==> config.mk <==
export PLATFORM = sky130hd
export DESIGN_NAME = led_blink_sequencer_core
export DESIGN_NICKNAME = d
export VERILOG_FILES = /design/src/rtl/lbs_pkg.sv /design/src/rtl/led_blink_sequencer_core.sv /design/src/rtl/lbs_ctrl.sv /design/src/rtl/lbs_dp.sv
export SDC_FILE = /design/constraint.sdc
export NUM_CORES = 2
export LEC_CHECK = 0
export ABC_AREA = 0
export ABC_CLOCK_PERIOD_IN_PS = 29300
export BUFFER_PORTS_ARGS = -buffer_cell sky130_fd_sc_hd__buf_2
export CORE_AREA = 2 2 358 360
export CTS_CLUSTER_DIAMETER = 80
export DETAILED_ROUTE_END_ITERATION = 16
export DIE_AREA = 0 0 360 362
export PLACE_DENSITY_LB_ADDON = 0.12
export SLEW_MARGIN = 20
export SYNTH_ARGS = -nofsm -noshare
export SYNTH_HDL_FRONTEND = slang
export SYNTH_HIERARCHICAL = 1
export SYNTH_SLANG_ARGS = --single-unit
==> constraint.sdc <==
create_clock -name clk -period 29.3 [get_ports clk]
set_clock_uncertainty 0.2 [all_clocks]
set_input_delay 0 -clock clk [delete_from_list [all_inputs] [get_ports clk]]
set_output_delay 0 -clock clk [all_outputs]
set_load 0.02 [all_outputs]
==> src/rtl/lbs_pkg.sv <==
// Shared widths, codes and handshake structs for the LED blink sequencer.
`default_nettype none

package lbs_pkg;

    // Field widths
    localparam int LED_W      = 8;
    localparam int DUTY_W     = 7;
    localparam int PERIOD_W   = 16;
    localparam int EV_W       = 3;
    localparam int MODE_W     = 2;
    localparam int CNT_W      = 8;
    localparam int CFG_IDX_W  = 2;
    localparam int CFG_DATA_W = 16;
    localparam int IN_DATA_W  = 32;

    // Request kinds carried in tuser
    localparam logic REQ_SET  = 1'b0;
    localparam logic REQ_TICK = 1'b1;

    // Event codes
    localparam logic [EV_W-1:0] EV_STOP       = 3'd0;
    localparam logic [EV_W-1:0] EV_BLINK_ONCE = 3'd1;
    localparam logic [EV_W-1:0] EV_FLASH      = 3'd2;
    localparam logic [EV_W-1:0] EV_QUARTER    = 3'd3;
    localparam logic [EV_W-1:0] EV_HALF       = 3'd4;

    // Stop modes
    localparam logic [MODE_W-1:0] MODE_NONE   = 2'd0;
    localparam logic [MODE_W-1:0] MODE_ON     = 2'd1;
    localparam logic [MODE_W-1:0] MODE_OFF    = 2'd2;
    localparam logic [MODE_W-1:0] MODE_TOGGLE = 2'd3;

    // Configuration register indexes
    localparam logic [CFG_IDX_W-1:0] CFG_BLINK_DUTY   = 2'd0;
    localparam logic [CFG_IDX_W-1:0] CFG_QUARTER_DUTY = 2'd1;
    localparam logic [CFG_IDX_W-1:0] CFG_HALF_DUTY    = 2'd2;
    localparam logic [CFG_IDX_W-1:0] CFG_FLASH_PERIOD = 2'd3;

    // Reset values
    localparam logic [DUTY_W-1:0]   RST_BLINK_DUTY   = 7'd5;
    localparam logic [DUTY_W-1:0]   RST_QUARTER_DUTY = 7'd25;
    localparam logic [DUTY_W-1:0]   RST_HALF_DUTY    = 7'd50;
    localparam logic [PERIOD_W-1:0] RST_FLASH_PERIOD = 16'd1000;

    localparam logic [CNT_W-1:0]  ENDLESS_COUNT = 8'd255;
    localparam logic [CNT_W-1:0]  ONCE_COUNT    = 8'd1;
    localparam logic [DUTY_W-1:0] DUTY_MAX      = 7'd100;

    // Interval = pct * period / 100 by reciprocal multiply plus one correction.
    // 41943 / 2^22 sits just below 1/100, so the estimate is low by at most one.
    localparam int PROD_W      = DUTY_W + PERIOD_W;
    localparam int RECIP_W     = 16;
    localparam int MUL_W       = PROD_W + RECIP_W;
    localparam int RECIP_SHIFT = 22;
    localparam int Q_W         = MUL_W - RECIP_SHIFT;
    localparam logic [RECIP_W-1:0] RECIP_MUL = 16'd41943;
    localparam logic [PROD_W-1:0]  DIVISOR   = 23'd100;

    typedef struct packed {
        logic load_item;
        logic scan_step;
        logic out_load;
    } lbs_cmd_t;

    typedef struct packed {
        logic scan_last;
        logic pipe_busy;
    } lbs_status_t;

endpackage

`default_nettype wire

==> src/rtl/led_blink_sequencer_core.sv <==
// Top level of the LED blink sequencer: stream ports, controller and datapath.
// Flow: IDLE registers the input beat, SCAN walks one LED per cycle, DRAIN waits out the
// divide pipeline and DONE loads the output register behind m_axis_tvalid.
// No beat is taken until the current item is done; a held result beat stalls the next item.
// Reset (rst_n low, async): LEDs off and stopped, config at 5/25/50 percent, 1000-tick period.
`default_nettype none

module led_blink_sequencer_core #(
    parameter int NUM_LEDS = 8
) (
    input  wire logic                               clk,
    input  wire logic                               rst_n,
    // input beat
    input  wire logic                               s_axis_tvalid,
    output logic                                    s_axis_tready,
    // [7:0] led_mask, [10:8] event_code, [12:11] stop_mode,
    // [28:13] elapsed_ticks, [31:29] zero
    input  wire logic [lbs_pkg::IN_DATA_W-1:0]      s_axis_tdata,
    // [0] req_type
    input  wire logic                               s_axis_tuser,
    // result beat
    output logic                                    m_axis_tvalid,
    input  wire logic                               m_axis_tready,
    // [7:0] led_state
    output logic [lbs_pkg::LED_W-1:0]               m_axis_tdata,
    // configuration writes
    input  wire logic                               cfg_valid,
    output logic                                    cfg_ready,
    input  wire logic [lbs_pkg::CFG_IDX_W-1:0]      cfg_index,
    input  wire logic [lbs_pkg::CFG_DATA_W-1:0]     cfg_data
);

    lbs_pkg::lbs_cmd_t    cmd;
    lbs_pkg::lbs_status_t status;

    // Config writes are always accepted; they must arrive only while the block idles, which it does not enforce.
    assign cfg_ready = 1'b1;

    // Controller: take a beat, walk every LED once, wait out the divide
    // pipeline, then drop the LED vector into the output register.
    lbs_ctrl u_ctrl (
        .clk       (clk),
        .rst_n     (rst_n),
        .in_valid  (s_axis_tvalid),
        .in_ready  (s_axis_tready),
        .out_valid (m_axis_tvalid),
        .out_ready (m_axis_tready),
        .cmd       (cmd),
        .status    (status)
    );

    // Datapath: unpack the beat fields, hold per-LED blink state and run the
    // shared duty-times-period-over-100 unit.
    lbs_dp #(
        .NUM_LEDS (NUM_LEDS)
    ) u_dp (
        .clk        (clk),
        .rst_n      (rst_n),
        .cmd        (cmd),
        .status     (status),
        .in_req     (s_axis_tuser),
        .in_mask    (s_axis_tdata[7:0]),
        .in_event   (s_axis_tdata[10:8]),
        .in_mode    (s_axis_tdata[12:11]),
        .in_elapsed (s_axis_tdata[28:13]),
        .cfg_we     (cfg_valid),
        .cfg_idx    (cfg_index),
        .cfg_wdata  (cfg_data),
        .led_out    (m_axis_tdata)
    );

endmodule

`default_nettype wire

==> src/rtl/lbs_ctrl.sv <==
// Sequencer controller: accepts a beat, walks the LEDs, drains, issues the result.
`default_nettype none

module lbs_ctrl (
    input  wire logic               clk,
    input  wire logic               rst_n,
    input  wire logic               in_valid,
    output logic                    in_ready,
    output logic                    out_valid,
    input  wire logic               out_ready,
    output lbs_pkg::lbs_cmd_t       cmd,
    input  wire lbs_pkg::lbs_status_t status
);

    typedef enum logic [1:0] {
        ST_IDLE,
        ST_SCAN,
        ST_DRAIN,
        ST_DONE
    } state_t;

    state_t state_reg, state_next;
    logic   out_valid_reg, out_valid_next;

    always_comb
    begin
        state_next    = state_reg;
        cmd           = '0;
        in_ready      = (state_reg == ST_IDLE);
        out_valid_next = out_valid_reg & ~out_ready;
        unique case (state_reg)
            ST_IDLE:
            begin
                if (in_valid)
                begin
                    cmd.load_item = 1'b1;
                    state_next    = ST_SCAN;
                end
            end
            ST_SCAN:
            begin
                cmd.scan_step = 1'b1;
                if (status.scan_last)
                begin
                    state_next = ST_DRAIN;
                end
            end
            ST_DRAIN:
            begin
                if (!status.pipe_busy)
                begin
                    state_next = ST_DONE;
                end
            end
            ST_DONE:
            begin
                // hold until the output register is free
                if (!out_valid_reg || out_ready)
                begin
                    cmd.out_load   = 1'b1;
                    out_valid_next = 1'b1;
                    state_next     = ST_IDLE;
                end
            end
        endcase
    end

    always_ff @(posedge clk or negedge rst_n)
    begin
        if (!rst_n)
        begin
            state_reg     <= ST_IDLE;
            out_valid_reg <= 1'b0;
        end
        else
        begin
            state_reg     <= state_next;
            out_valid_reg <= out_valid_next;
        end
    end

    assign out_valid = out_valid_reg;

    a_one_item: assert property (@(posedge clk) disable iff (!rst_n)
        (in_valid && in_ready) |=> !in_ready)
        else $error("second beat taken while an item is in flight");

    a_done_drained: assert property (@(posedge clk) disable iff (!rst_n)
        (state_reg == ST_DONE) |-> !status.pipe_busy)
        else $error("result issued before interval pipeline drained");

endmodule

`default_nettype wire

==> src/rtl/lbs_dp.sv <==
// Sequencer datapath: per-LED state, config registers, interval pipeline.
`default_nettype none

module lbs_dp #(
    parameter int NUM_LEDS = 8
) (
    input  wire logic                                clk,
    input  wire logic                                rst_n,
    input  wire lbs_pkg::lbs_cmd_t                   cmd,
    output lbs_pkg::lbs_status_t                     status,
    input  wire logic                                in_req,
    input  wire logic [lbs_pkg::LED_W-1:0]           in_mask,
    input  wire logic [lbs_pkg::EV_W-1:0]            in_event,
    input  wire logic [lbs_pkg::MODE_W-1:0]          in_mode,
    input  wire logic [lbs_pkg::PERIOD_W-1:0]        in_elapsed,
    input  wire logic                                cfg_we,
    input  wire logic [lbs_pkg::CFG_IDX_W-1:0]       cfg_idx,
    input  wire logic [lbs_pkg::CFG_DATA_W-1:0]      cfg_wdata,
    output logic [lbs_pkg::LED_W-1:0]                led_out
);

    localparam int IDX_W = (NUM_LEDS > 1) ? $clog2(NUM_LEDS) : 1;
    localparam logic [IDX_W-1:0] LAST_IDX = IDX_W'(NUM_LEDS - 1);

    // Item registers
    logic                           req_reg;
    logic [lbs_pkg::LED_W-1:0]      mask_reg;
    logic [lbs_pkg::EV_W-1:0]       ev_reg;
    logic [lbs_pkg::MODE_W-1:0]     mode_reg;
    logic [lbs_pkg::PERIOD_W-1:0]   elapsed_reg;

    // Configuration registers
    logic [lbs_pkg::DUTY_W-1:0]     blink_duty_reg;
    logic [lbs_pkg::DUTY_W-1:0]     quarter_duty_reg;
    logic [lbs_pkg::DUTY_W-1:0]     half_duty_reg;
    logic [lbs_pkg::PERIOD_W-1:0]   flash_period_reg;

    // Per-LED state
    logic [lbs_pkg::EV_W-1:0]       event_reg  [NUM_LEDS];
    logic [lbs_pkg::CNT_W-1:0]      count_reg  [NUM_LEDS];
    logic [lbs_pkg::DUTY_W-1:0]     pct_reg    [NUM_LEDS];
    logic [lbs_pkg::PERIOD_W-1:0]   period_reg [NUM_LEDS];
    logic [lbs_pkg::PERIOD_W-1:0]   ttn_reg    [NUM_LEDS];
    logic [NUM_LEDS-1:0]            lit_reg;

    logic [IDX_W-1:0]               idx_reg;
    logic [lbs_pkg::LED_W-1:0]      led_out_reg;

    // Interval pipeline
    logic                           s1_valid_reg, s2_valid_reg;
    logic [IDX_W-1:0]               s1_idx_reg, s2_idx_reg;
    logic [lbs_pkg::PROD_W-1:0]     s1_prod_reg, s2_prod_reg;
    logic [lbs_pkg::Q_W-1:0]        s2_q0_reg;

    // Decision for the LED under the scan index
    logic [lbs_pkg::EV_W-1:0]       cur_ev, dec_ev;
    logic [lbs_pkg::CNT_W-1:0]      cur_cnt, dec_cnt;
    logic [lbs_pkg::DUTY_W-1:0]     cur_pct, dec_pct;
    logic [lbs_pkg::PERIOD_W-1:0]   cur_period, dec_period;
    logic [lbs_pkg::PERIOD_W-1:0]   cur_ttn, dec_ttn;
    logic                           cur_lit, dec_lit;
    logic                           dec_ttn_we;
    logic                           issue;
    logic [lbs_pkg::DUTY_W-1:0]     issue_pct;
    logic [lbs_pkg::DUTY_W-1:0]     load_duty;
    logic [lbs_pkg::PROD_W-1:0]     dec_prod;

    logic [lbs_pkg::MUL_W-1:0]      recip_prod;
    logic [lbs_pkg::PROD_W-1:0]     q0_x100;
    logic [lbs_pkg::PROD_W-1:0]     rem_raw;
    logic [lbs_pkg::PROD_W-1:0]     rem_fixed;
    logic                           rem_over;
    logic [lbs_pkg::PERIOD_W-1:0]   interval;
    logic [lbs_pkg::LED_W-1:0]      lit_ext;

    always_comb
    begin
        cur_ev     = event_reg[idx_reg];
        cur_cnt    = count_reg[idx_reg];
        cur_pct    = pct_reg[idx_reg];
        cur_period = period_reg[idx_reg];
        cur_ttn    = ttn_reg[idx_reg];
        cur_lit    = lit_reg[idx_reg];

        dec_ev     = cur_ev;
        dec_cnt    = cur_cnt;
        dec_pct    = cur_pct;
        dec_period = cur_period;
        dec_ttn    = cur_ttn;
        dec_lit    = cur_lit;
        dec_ttn_we = 1'b0;
        issue      = 1'b0;
        issue_pct  = cur_pct;

        priority if (ev_reg == lbs_pkg::EV_QUARTER)
            load_duty = quarter_duty_reg;
        else if (ev_reg == lbs_pkg::EV_HALF)
            load_duty = half_duty_reg;
        else
            load_duty = blink_duty_reg;
        if (load_duty > lbs_pkg::DUTY_MAX)
        begin
            load_duty = lbs_pkg::DUTY_MAX;
        end

        if (req_reg == lbs_pkg::REQ_SET)
        begin
            // codes above half flash leave the LED alone
            if (mask_reg[idx_reg] && ev_reg <= lbs_pkg::EV_HALF)
            begin
                if (ev_reg == lbs_pkg::EV_STOP)
                begin
                    unique case (mode_reg)
                        lbs_pkg::MODE_NONE:   dec_lit = cur_lit;
                        lbs_pkg::MODE_ON:     dec_lit = 1'b1;
                        lbs_pkg::MODE_OFF:    dec_lit = 1'b0;
                        lbs_pkg::MODE_TOGGLE: dec_lit = ~cur_lit;
                    endcase
                    dec_ev = lbs_pkg::EV_STOP;
                end
                else if (ev_reg != cur_ev)
                begin
                    dec_ev     = ev_reg;
                    dec_pct    = load_duty;
                    dec_cnt    = (ev_reg == lbs_pkg::EV_BLINK_ONCE) ?
                                 lbs_pkg::ONCE_COUNT : lbs_pkg::ENDLESS_COUNT;
                    dec_period = flash_period_reg;
                    dec_ttn    = '0;
                    dec_ttn_we = 1'b1;
                    dec_lit    = 1'b0;
                end
            end
        end
        else if (cur_ev != lbs_pkg::EV_STOP)
        begin
            if (elapsed_reg < cur_ttn)
            begin
                dec_ttn    = cur_ttn - elapsed_reg;
                dec_ttn_we = 1'b1;
            end
            else
            begin
                if (cur_lit)
                begin
                    issue_pct = lbs_pkg::DUTY_MAX - cur_pct;
                    dec_lit   = 1'b0;
                    if (cur_cnt != lbs_pkg::ENDLESS_COUNT)
                    begin
                        dec_cnt = cur_cnt - 1'b1;
                    end
                end
                else
                begin
                    issue_pct = cur_pct;
                    dec_lit   = 1'b1;
                end
                if (dec_cnt == '0)
                begin
                    dec_ev = lbs_pkg::EV_STOP;
                end
                issue = 1'b1;
            end
        end

        dec_prod = lbs_pkg::PROD_W'(issue_pct) * lbs_pkg::PROD_W'(cur_period);
    end

    // Quotient estimate and one-step correction
    assign recip_prod = lbs_pkg::MUL_W'(s1_prod_reg) * lbs_pkg::MUL_W'(lbs_pkg::RECIP_MUL);
    assign q0_x100    = lbs_pkg::PROD_W'(s2_q0_reg) * lbs_pkg::DIVISOR;
    assign rem_raw    = s2_prod_reg - q0_x100;
    assign rem_over   = (rem_raw >= lbs_pkg::DIVISOR);
    assign rem_fixed  = rem_over ? (rem_raw - lbs_pkg::DIVISOR) : rem_raw;
    assign interval   = lbs_pkg::PERIOD_W'(s2_q0_reg + lbs_pkg::Q_W'(rem_over));

    always_comb
    begin
        lit_ext                = '0;
        lit_ext[NUM_LEDS-1:0]  = lit_reg;
    end

    always_ff @(posedge clk)
    begin
        if (cmd.load_item)
        begin
            req_reg     <= in_req;
            mask_reg    <= in_mask;
            ev_reg      <= in_event;
            mode_reg    <= in_mode;
            elapsed_reg <= in_elapsed;
        end
        s1_idx_reg  <= idx_reg;
        s1_prod_reg <= dec_prod;
        s2_idx_reg  <= s1_idx_reg;
        s2_prod_reg <= s1_prod_reg;
        s2_q0_reg   <= recip_prod[lbs_pkg::RECIP_SHIFT +: lbs_pkg::Q_W];
        if (cmd.out_load)
        begin
            led_out_reg <= lit_ext;
        end
    end

    always_ff @(posedge clk or negedge rst_n)
    begin
        if (!rst_n)
        begin
            blink_duty_reg   <= lbs_pkg::RST_BLINK_DUTY;
            quarter_duty_reg <= lbs_pkg::RST_QUARTER_DUTY;
            half_duty_reg    <= lbs_pkg::RST_HALF_DUTY;
            flash_period_reg <= lbs_pkg::RST_FLASH_PERIOD;
        end
        else if (cfg_we)
        begin
            unique case (cfg_idx)
                lbs_pkg::CFG_BLINK_DUTY:   blink_duty_reg   <= cfg_wdata[lbs_pkg::DUTY_W-1:0];
                lbs_pkg::CFG_QUARTER_DUTY: quarter_duty_reg <= cfg_wdata[lbs_pkg::DUTY_W-1:0];
                lbs_pkg::CFG_HALF_DUTY:    half_duty_reg    <= cfg_wdata[lbs_pkg::DUTY_W-1:0];
                lbs_pkg::CFG_FLASH_PERIOD: flash_period_reg <= cfg_wdata;
            endcase
        end
    end

    always_ff @(posedge clk or negedge rst_n)
    begin
        if (!rst_n)
        begin
            for (int i = 0; i < NUM_LEDS; i++)
            begin
                event_reg[i]  <= lbs_pkg::EV_STOP;
                count_reg[i]  <= '0;
                pct_reg[i]    <= '0;
                period_reg[i] <= lbs_pkg::RST_FLASH_PERIOD;
                ttn_reg[i]    <= '0;
            end
            lit_reg      <= '0;
            idx_reg      <= '0;
            s1_valid_reg <= 1'b0;
            s2_valid_reg <= 1'b0;
        end
        else
        begin
            s1_valid_reg <= cmd.scan_step & issue;
            s2_valid_reg <= s1_valid_reg;
            if (cmd.load_item)
            begin
                idx_reg <= '0;
            end
            else if (cmd.scan_step)
            begin
                idx_reg <= (idx_reg == LAST_IDX) ? '0 : idx_reg + 1'b1;
            end
            if (cmd.scan_step)
            begin
                event_reg[idx_reg]  <= dec_ev;
                count_reg[idx_reg]  <= dec_cnt;
                pct_reg[idx_reg]    <= dec_pct;
                period_reg[idx_reg] <= dec_period;
                lit_reg[idx_reg]    <= dec_lit;
                if (dec_ttn_we)
                begin
                    ttn_reg[idx_reg] <= dec_ttn;
                end
            end
            // retire an interval from stage two, at the index it was issued for
            if (s2_valid_reg)
            begin
                ttn_reg[s2_idx_reg] <= interval;
            end
        end
    end

    assign status.scan_last = (idx_reg == LAST_IDX);
    assign status.pipe_busy = s1_valid_reg | s2_valid_reg;
    assign led_out          = led_out_reg;

    a_pipe_order: assert property (@(posedge clk) disable iff (!rst_n)
        s2_valid_reg |-> $past(s1_valid_reg))
        else $error("interval stage two valid without stage one");

    a_rem_range: assert property (@(posedge clk) disable iff (!rst_n)
        s2_valid_reg |-> (rem_fixed < lbs_pkg::DIVISOR))
        else $error("reciprocal estimate off by more than one");

endmodule

`default_nettype wire
==> impl_metrics.toml <==
[pwr]
switchingPower_w = 0.002271
switching_share = 0.4640
seqPwrFrac = 0.246
intPower_w = 0.002623
leakage_nw = 20.10
cellPowerDensity_nw_per_um2 = 113.2
clkPwrFrac = 0.178
comb_power_share = 0.575
peakVddDrop_mv = 0.06548

[place]
place_ws_ns = 18.04
port_buffers = 62
dpl.hpwl_mm = 77.85
dp_cells = 5462
place.gp.congestion = 0.7927

[setup_path]
crit_family = "compound AO/OA/AOI/OAI gates"
cp.arrival_ns = 11.67
cp_common_cell = "fa_1"
critPathMaxStageDelay_ns = 0.85
worst_setup_path_start_kind = "flip-flop"
crit_path_max_fanout = 38
path_buf_inv = 8
r2r_setup_slack_ns = 17.99
worst-endpoint-required_ns = 29.66
worstSetupEndpointType = "flip-flop"
cp_slowest_cell = "dfrtp_2"
crit_type = "flip-flop to flip-flop"

[timing]
worst_pin_slew_ns = 1.152
fmax_ghz = 0.08842
fin_ws_ns = 17.99
maxSlewViolCount = 0
setup_violations = 0
relSlewSlack = 0.2276
grt_setup_unrepaired = "no"
whs_ns = 0.07365
tns_ns = 0
min_period_ns = 11.31
hold_violations = 0
finalCritPeriodShare = 0.3860

[drt]
wl_met3_mm = 4.693
dr.max_layer_used = "met5"
wl_met2_mm = 55.95
avgViaCountPerCell = 5.014
firstDrtPassIters = 6
drt_iter0_markers = 1833
vias = 28587
wl_mm = 117.8
drc = 0
met1_length_mm = 54.91
wl_per_cell_um = 20.67
ant_nets = 0

[floorplan]
initial_core_util = 0.2979
chipHeight_um = 362
ios = 67
dieArea_um2 = 130300
core_um2 = 126700
row_count = 131
fp.dieW_um = 360

[yosys]
synthDistinctLibCells = 96
ys_seq_elements = 558
synth.cells.most_frequent = "407 x nand2_1, 391 x dfrtp_1, 367 x o21ai_0"
synth_top_area_cell = "dfrtp_1"
yosys_warnings = 6
synth_ff_type = "dfrtp_1"
seq_area_frac_synth = 0.3682
synth.top_cell.area_share = 0.2592
async_flop_share = 0.8118
yosysMostFrequentCell = "nand2_1"
syn-mean-instance-area_um2 = 9.708
syn_inst = 3888
synthesis.area_um2 = 37740
netlist_top_cells_area = "dfrtp_1 26%, fa_1 13%, ha_1 11%"
synth_nets = 4505
synth_edf_count = 38

[clocking]
clk_path_buf_depth = 3
clk_latency_ns = 0.65
cts_tree = "done"
root_buffer = "clkbuf_16"
clk_pin_slew_ns = 0.06
ctsResizeCount = 0
post-cts-setup-buffer-count = 0
numCtsBuffers = 72
clock-sinks = 558
htreeDepth = 3

[grt]
grt_pass1_vias = 29617
antenna_found_initial = 3
overflow = 0
grt_first_pass_wirelength_mm = 183.1
grt_usage = 0.1814
grt_max_degree = 108

[flow_run]
max_cap_violations = 0

[min_path]
hold_path.class = "input pin to flip-flop"

[final_layout]
area_growth_pct = 14.57
n_antenna_cell = 0
fin_nets = 4599
drive_gt1_frac = 0.1074
utilization = 0.3413
layout.cells.non_filler = 5702

[outcome]
status = "finished, final reports clean"
worst paths after layout:
path | start | endpoint | cells after the start
worst max-delay path | u_dp/idx_reg[2]$_DFFE_PN0P_ | u_dp/s1_prod_reg[22]$_DFF_P_ | 35
worst min-delay path | cfg_data[2] | u_dp/flash_period_reg[2]$_DFFE_PN0P_ | 3
worst max register to register | u_dp/idx_reg[2]$_DFFE_PN0P_ | u_dp/s1_prod_reg[22]$_DFF_P_ | 35
worst min register to register | u_dp/s1_idx_reg[0]$_DFF_P_ | u_dp/s2_idx_reg[0]$_DFF_P_ | 0
max in group asynchronous | rst_n | u_dp/period_reg[100]$_DFFE_PN0P_ | 7
min in group asynchronous | rst_n | u_dp/ttn_reg[41]$_DFF_PN0_ | 4
metrics by stage:
step,instance area [um^2],total power [W]
after floorplan,37750,0.003204
after global placement,39800,0.004062
after detailed placement,39800,0.004050
after CTS,43200,0.004978
after global routing,43250,0.005407
final,43250,0.004894
power by group through the flow:
stage	Clock (W)	Sequential, W	Combinational (W)
finish	0.000873	0.00120	0.00282
global route	0.000933	0.00123	0.00324
CTS	0.000903	0.00121	0.00287
detailed placement	0	0.00122	0.00283
global placement	0	0.00122	0.00284
floorplan	0	0.00115	0.00206
cell families after synthesis:
group / after synthesis / share of synthesized area
and+or+nand+nor: 1077 / 0.1310
DFF: 558 / 0.3682
xor gates and xnor gates: 91 / 0.02112
muxes: 80 / 0.02566
other: 1 / 0.00009935
AOI/OAI and AO/OA: 962 / 0.1623
adders and majority gates: 561 / 0.2333
buffers and inverters: 558 / 0.05831
per-layer routing:
metal / GRT usage / vias to the layer above
met4: 0.04655 / 2
li1: - / 13636
met3: 0.02055 / 132
met2: 0.3033 / 591
met1: 0.2493 / 14226
met5: 0 / -
cell usage in the layout, fill, tap and decap left out, types with 18 or more instances in the layout:
master / synthesis / layout
nor2b_1: 21 / 21
nor3_1: 27 / 23
nand2_1: 407 / 399
nor2_1: 356 / 354
and3_1: 34 / 32
a22oi_1: 126 / 126
clkbuf_16: 0 / 74
dlygate4sd3_1: 0 / 106
xnor2_1: 56 / 54
xor2_1: 35 / 35
a21oi_1: 142 / 142
buf_2: 37 / 61
inv_1: 356 / 356
clkbuf_1: 134 / 24
or2_2: 21 / 21
o21ai_1: 47 / 47
o21ai_0: 367 / 367
dfxtp_1: 67 / 67
a31oi_1: 26 / 26
dfstp_2: 62 / 62
o31ai_1: 24 / 24
edfxtp_1: 38 / 38
nand4_1: 32 / 32
a22o_1: 18 / 18
a21o_1: 26 / 26
a221oi_1: 76 / 76
mux2i_1: 21 / 21
dfrtp_1: 391 / 388
fa_1: 238 / 238
nand3b_1: 21 / 21
ha_1: 323 / 323
mux2_2: 50 / 50
buf_4: 6 / 51
nand2b_1: 28 / 28
nand3_1: 39 / 39
worst reg2reg max path: cells and delay by family (launching register included):
kind	cells	cell delay (ns)
fa+ha+maj	7	2.98
xor+xnor	2	0.33
flops	1	0.85
compound gates	10	3.41
buf+inv	8	1.82
simple gates	8	1.63
layout make-up:
class / count / area, um^2
Sequential cell: 558 / 13900
Multi-Input combinational cell: 2772 / 21800
Clock buffer: 110 / 2107
Timing Repair Buffer: 221 / 1819
Fill cell: 13046 / 83460
Inverter: 357 / 1340
Clock inverter: 22 / 203.9
Tap cell: 1662 / 2079
repair_timing:
| item | CTS | global route |
|---|---|---|
| hold buffers | 107 | 0 |
| hold endpoints to repair | 178 | 0 |
| setup endpoints to repair | 0 | 0 |
Power figures use the tool's default switching activity.
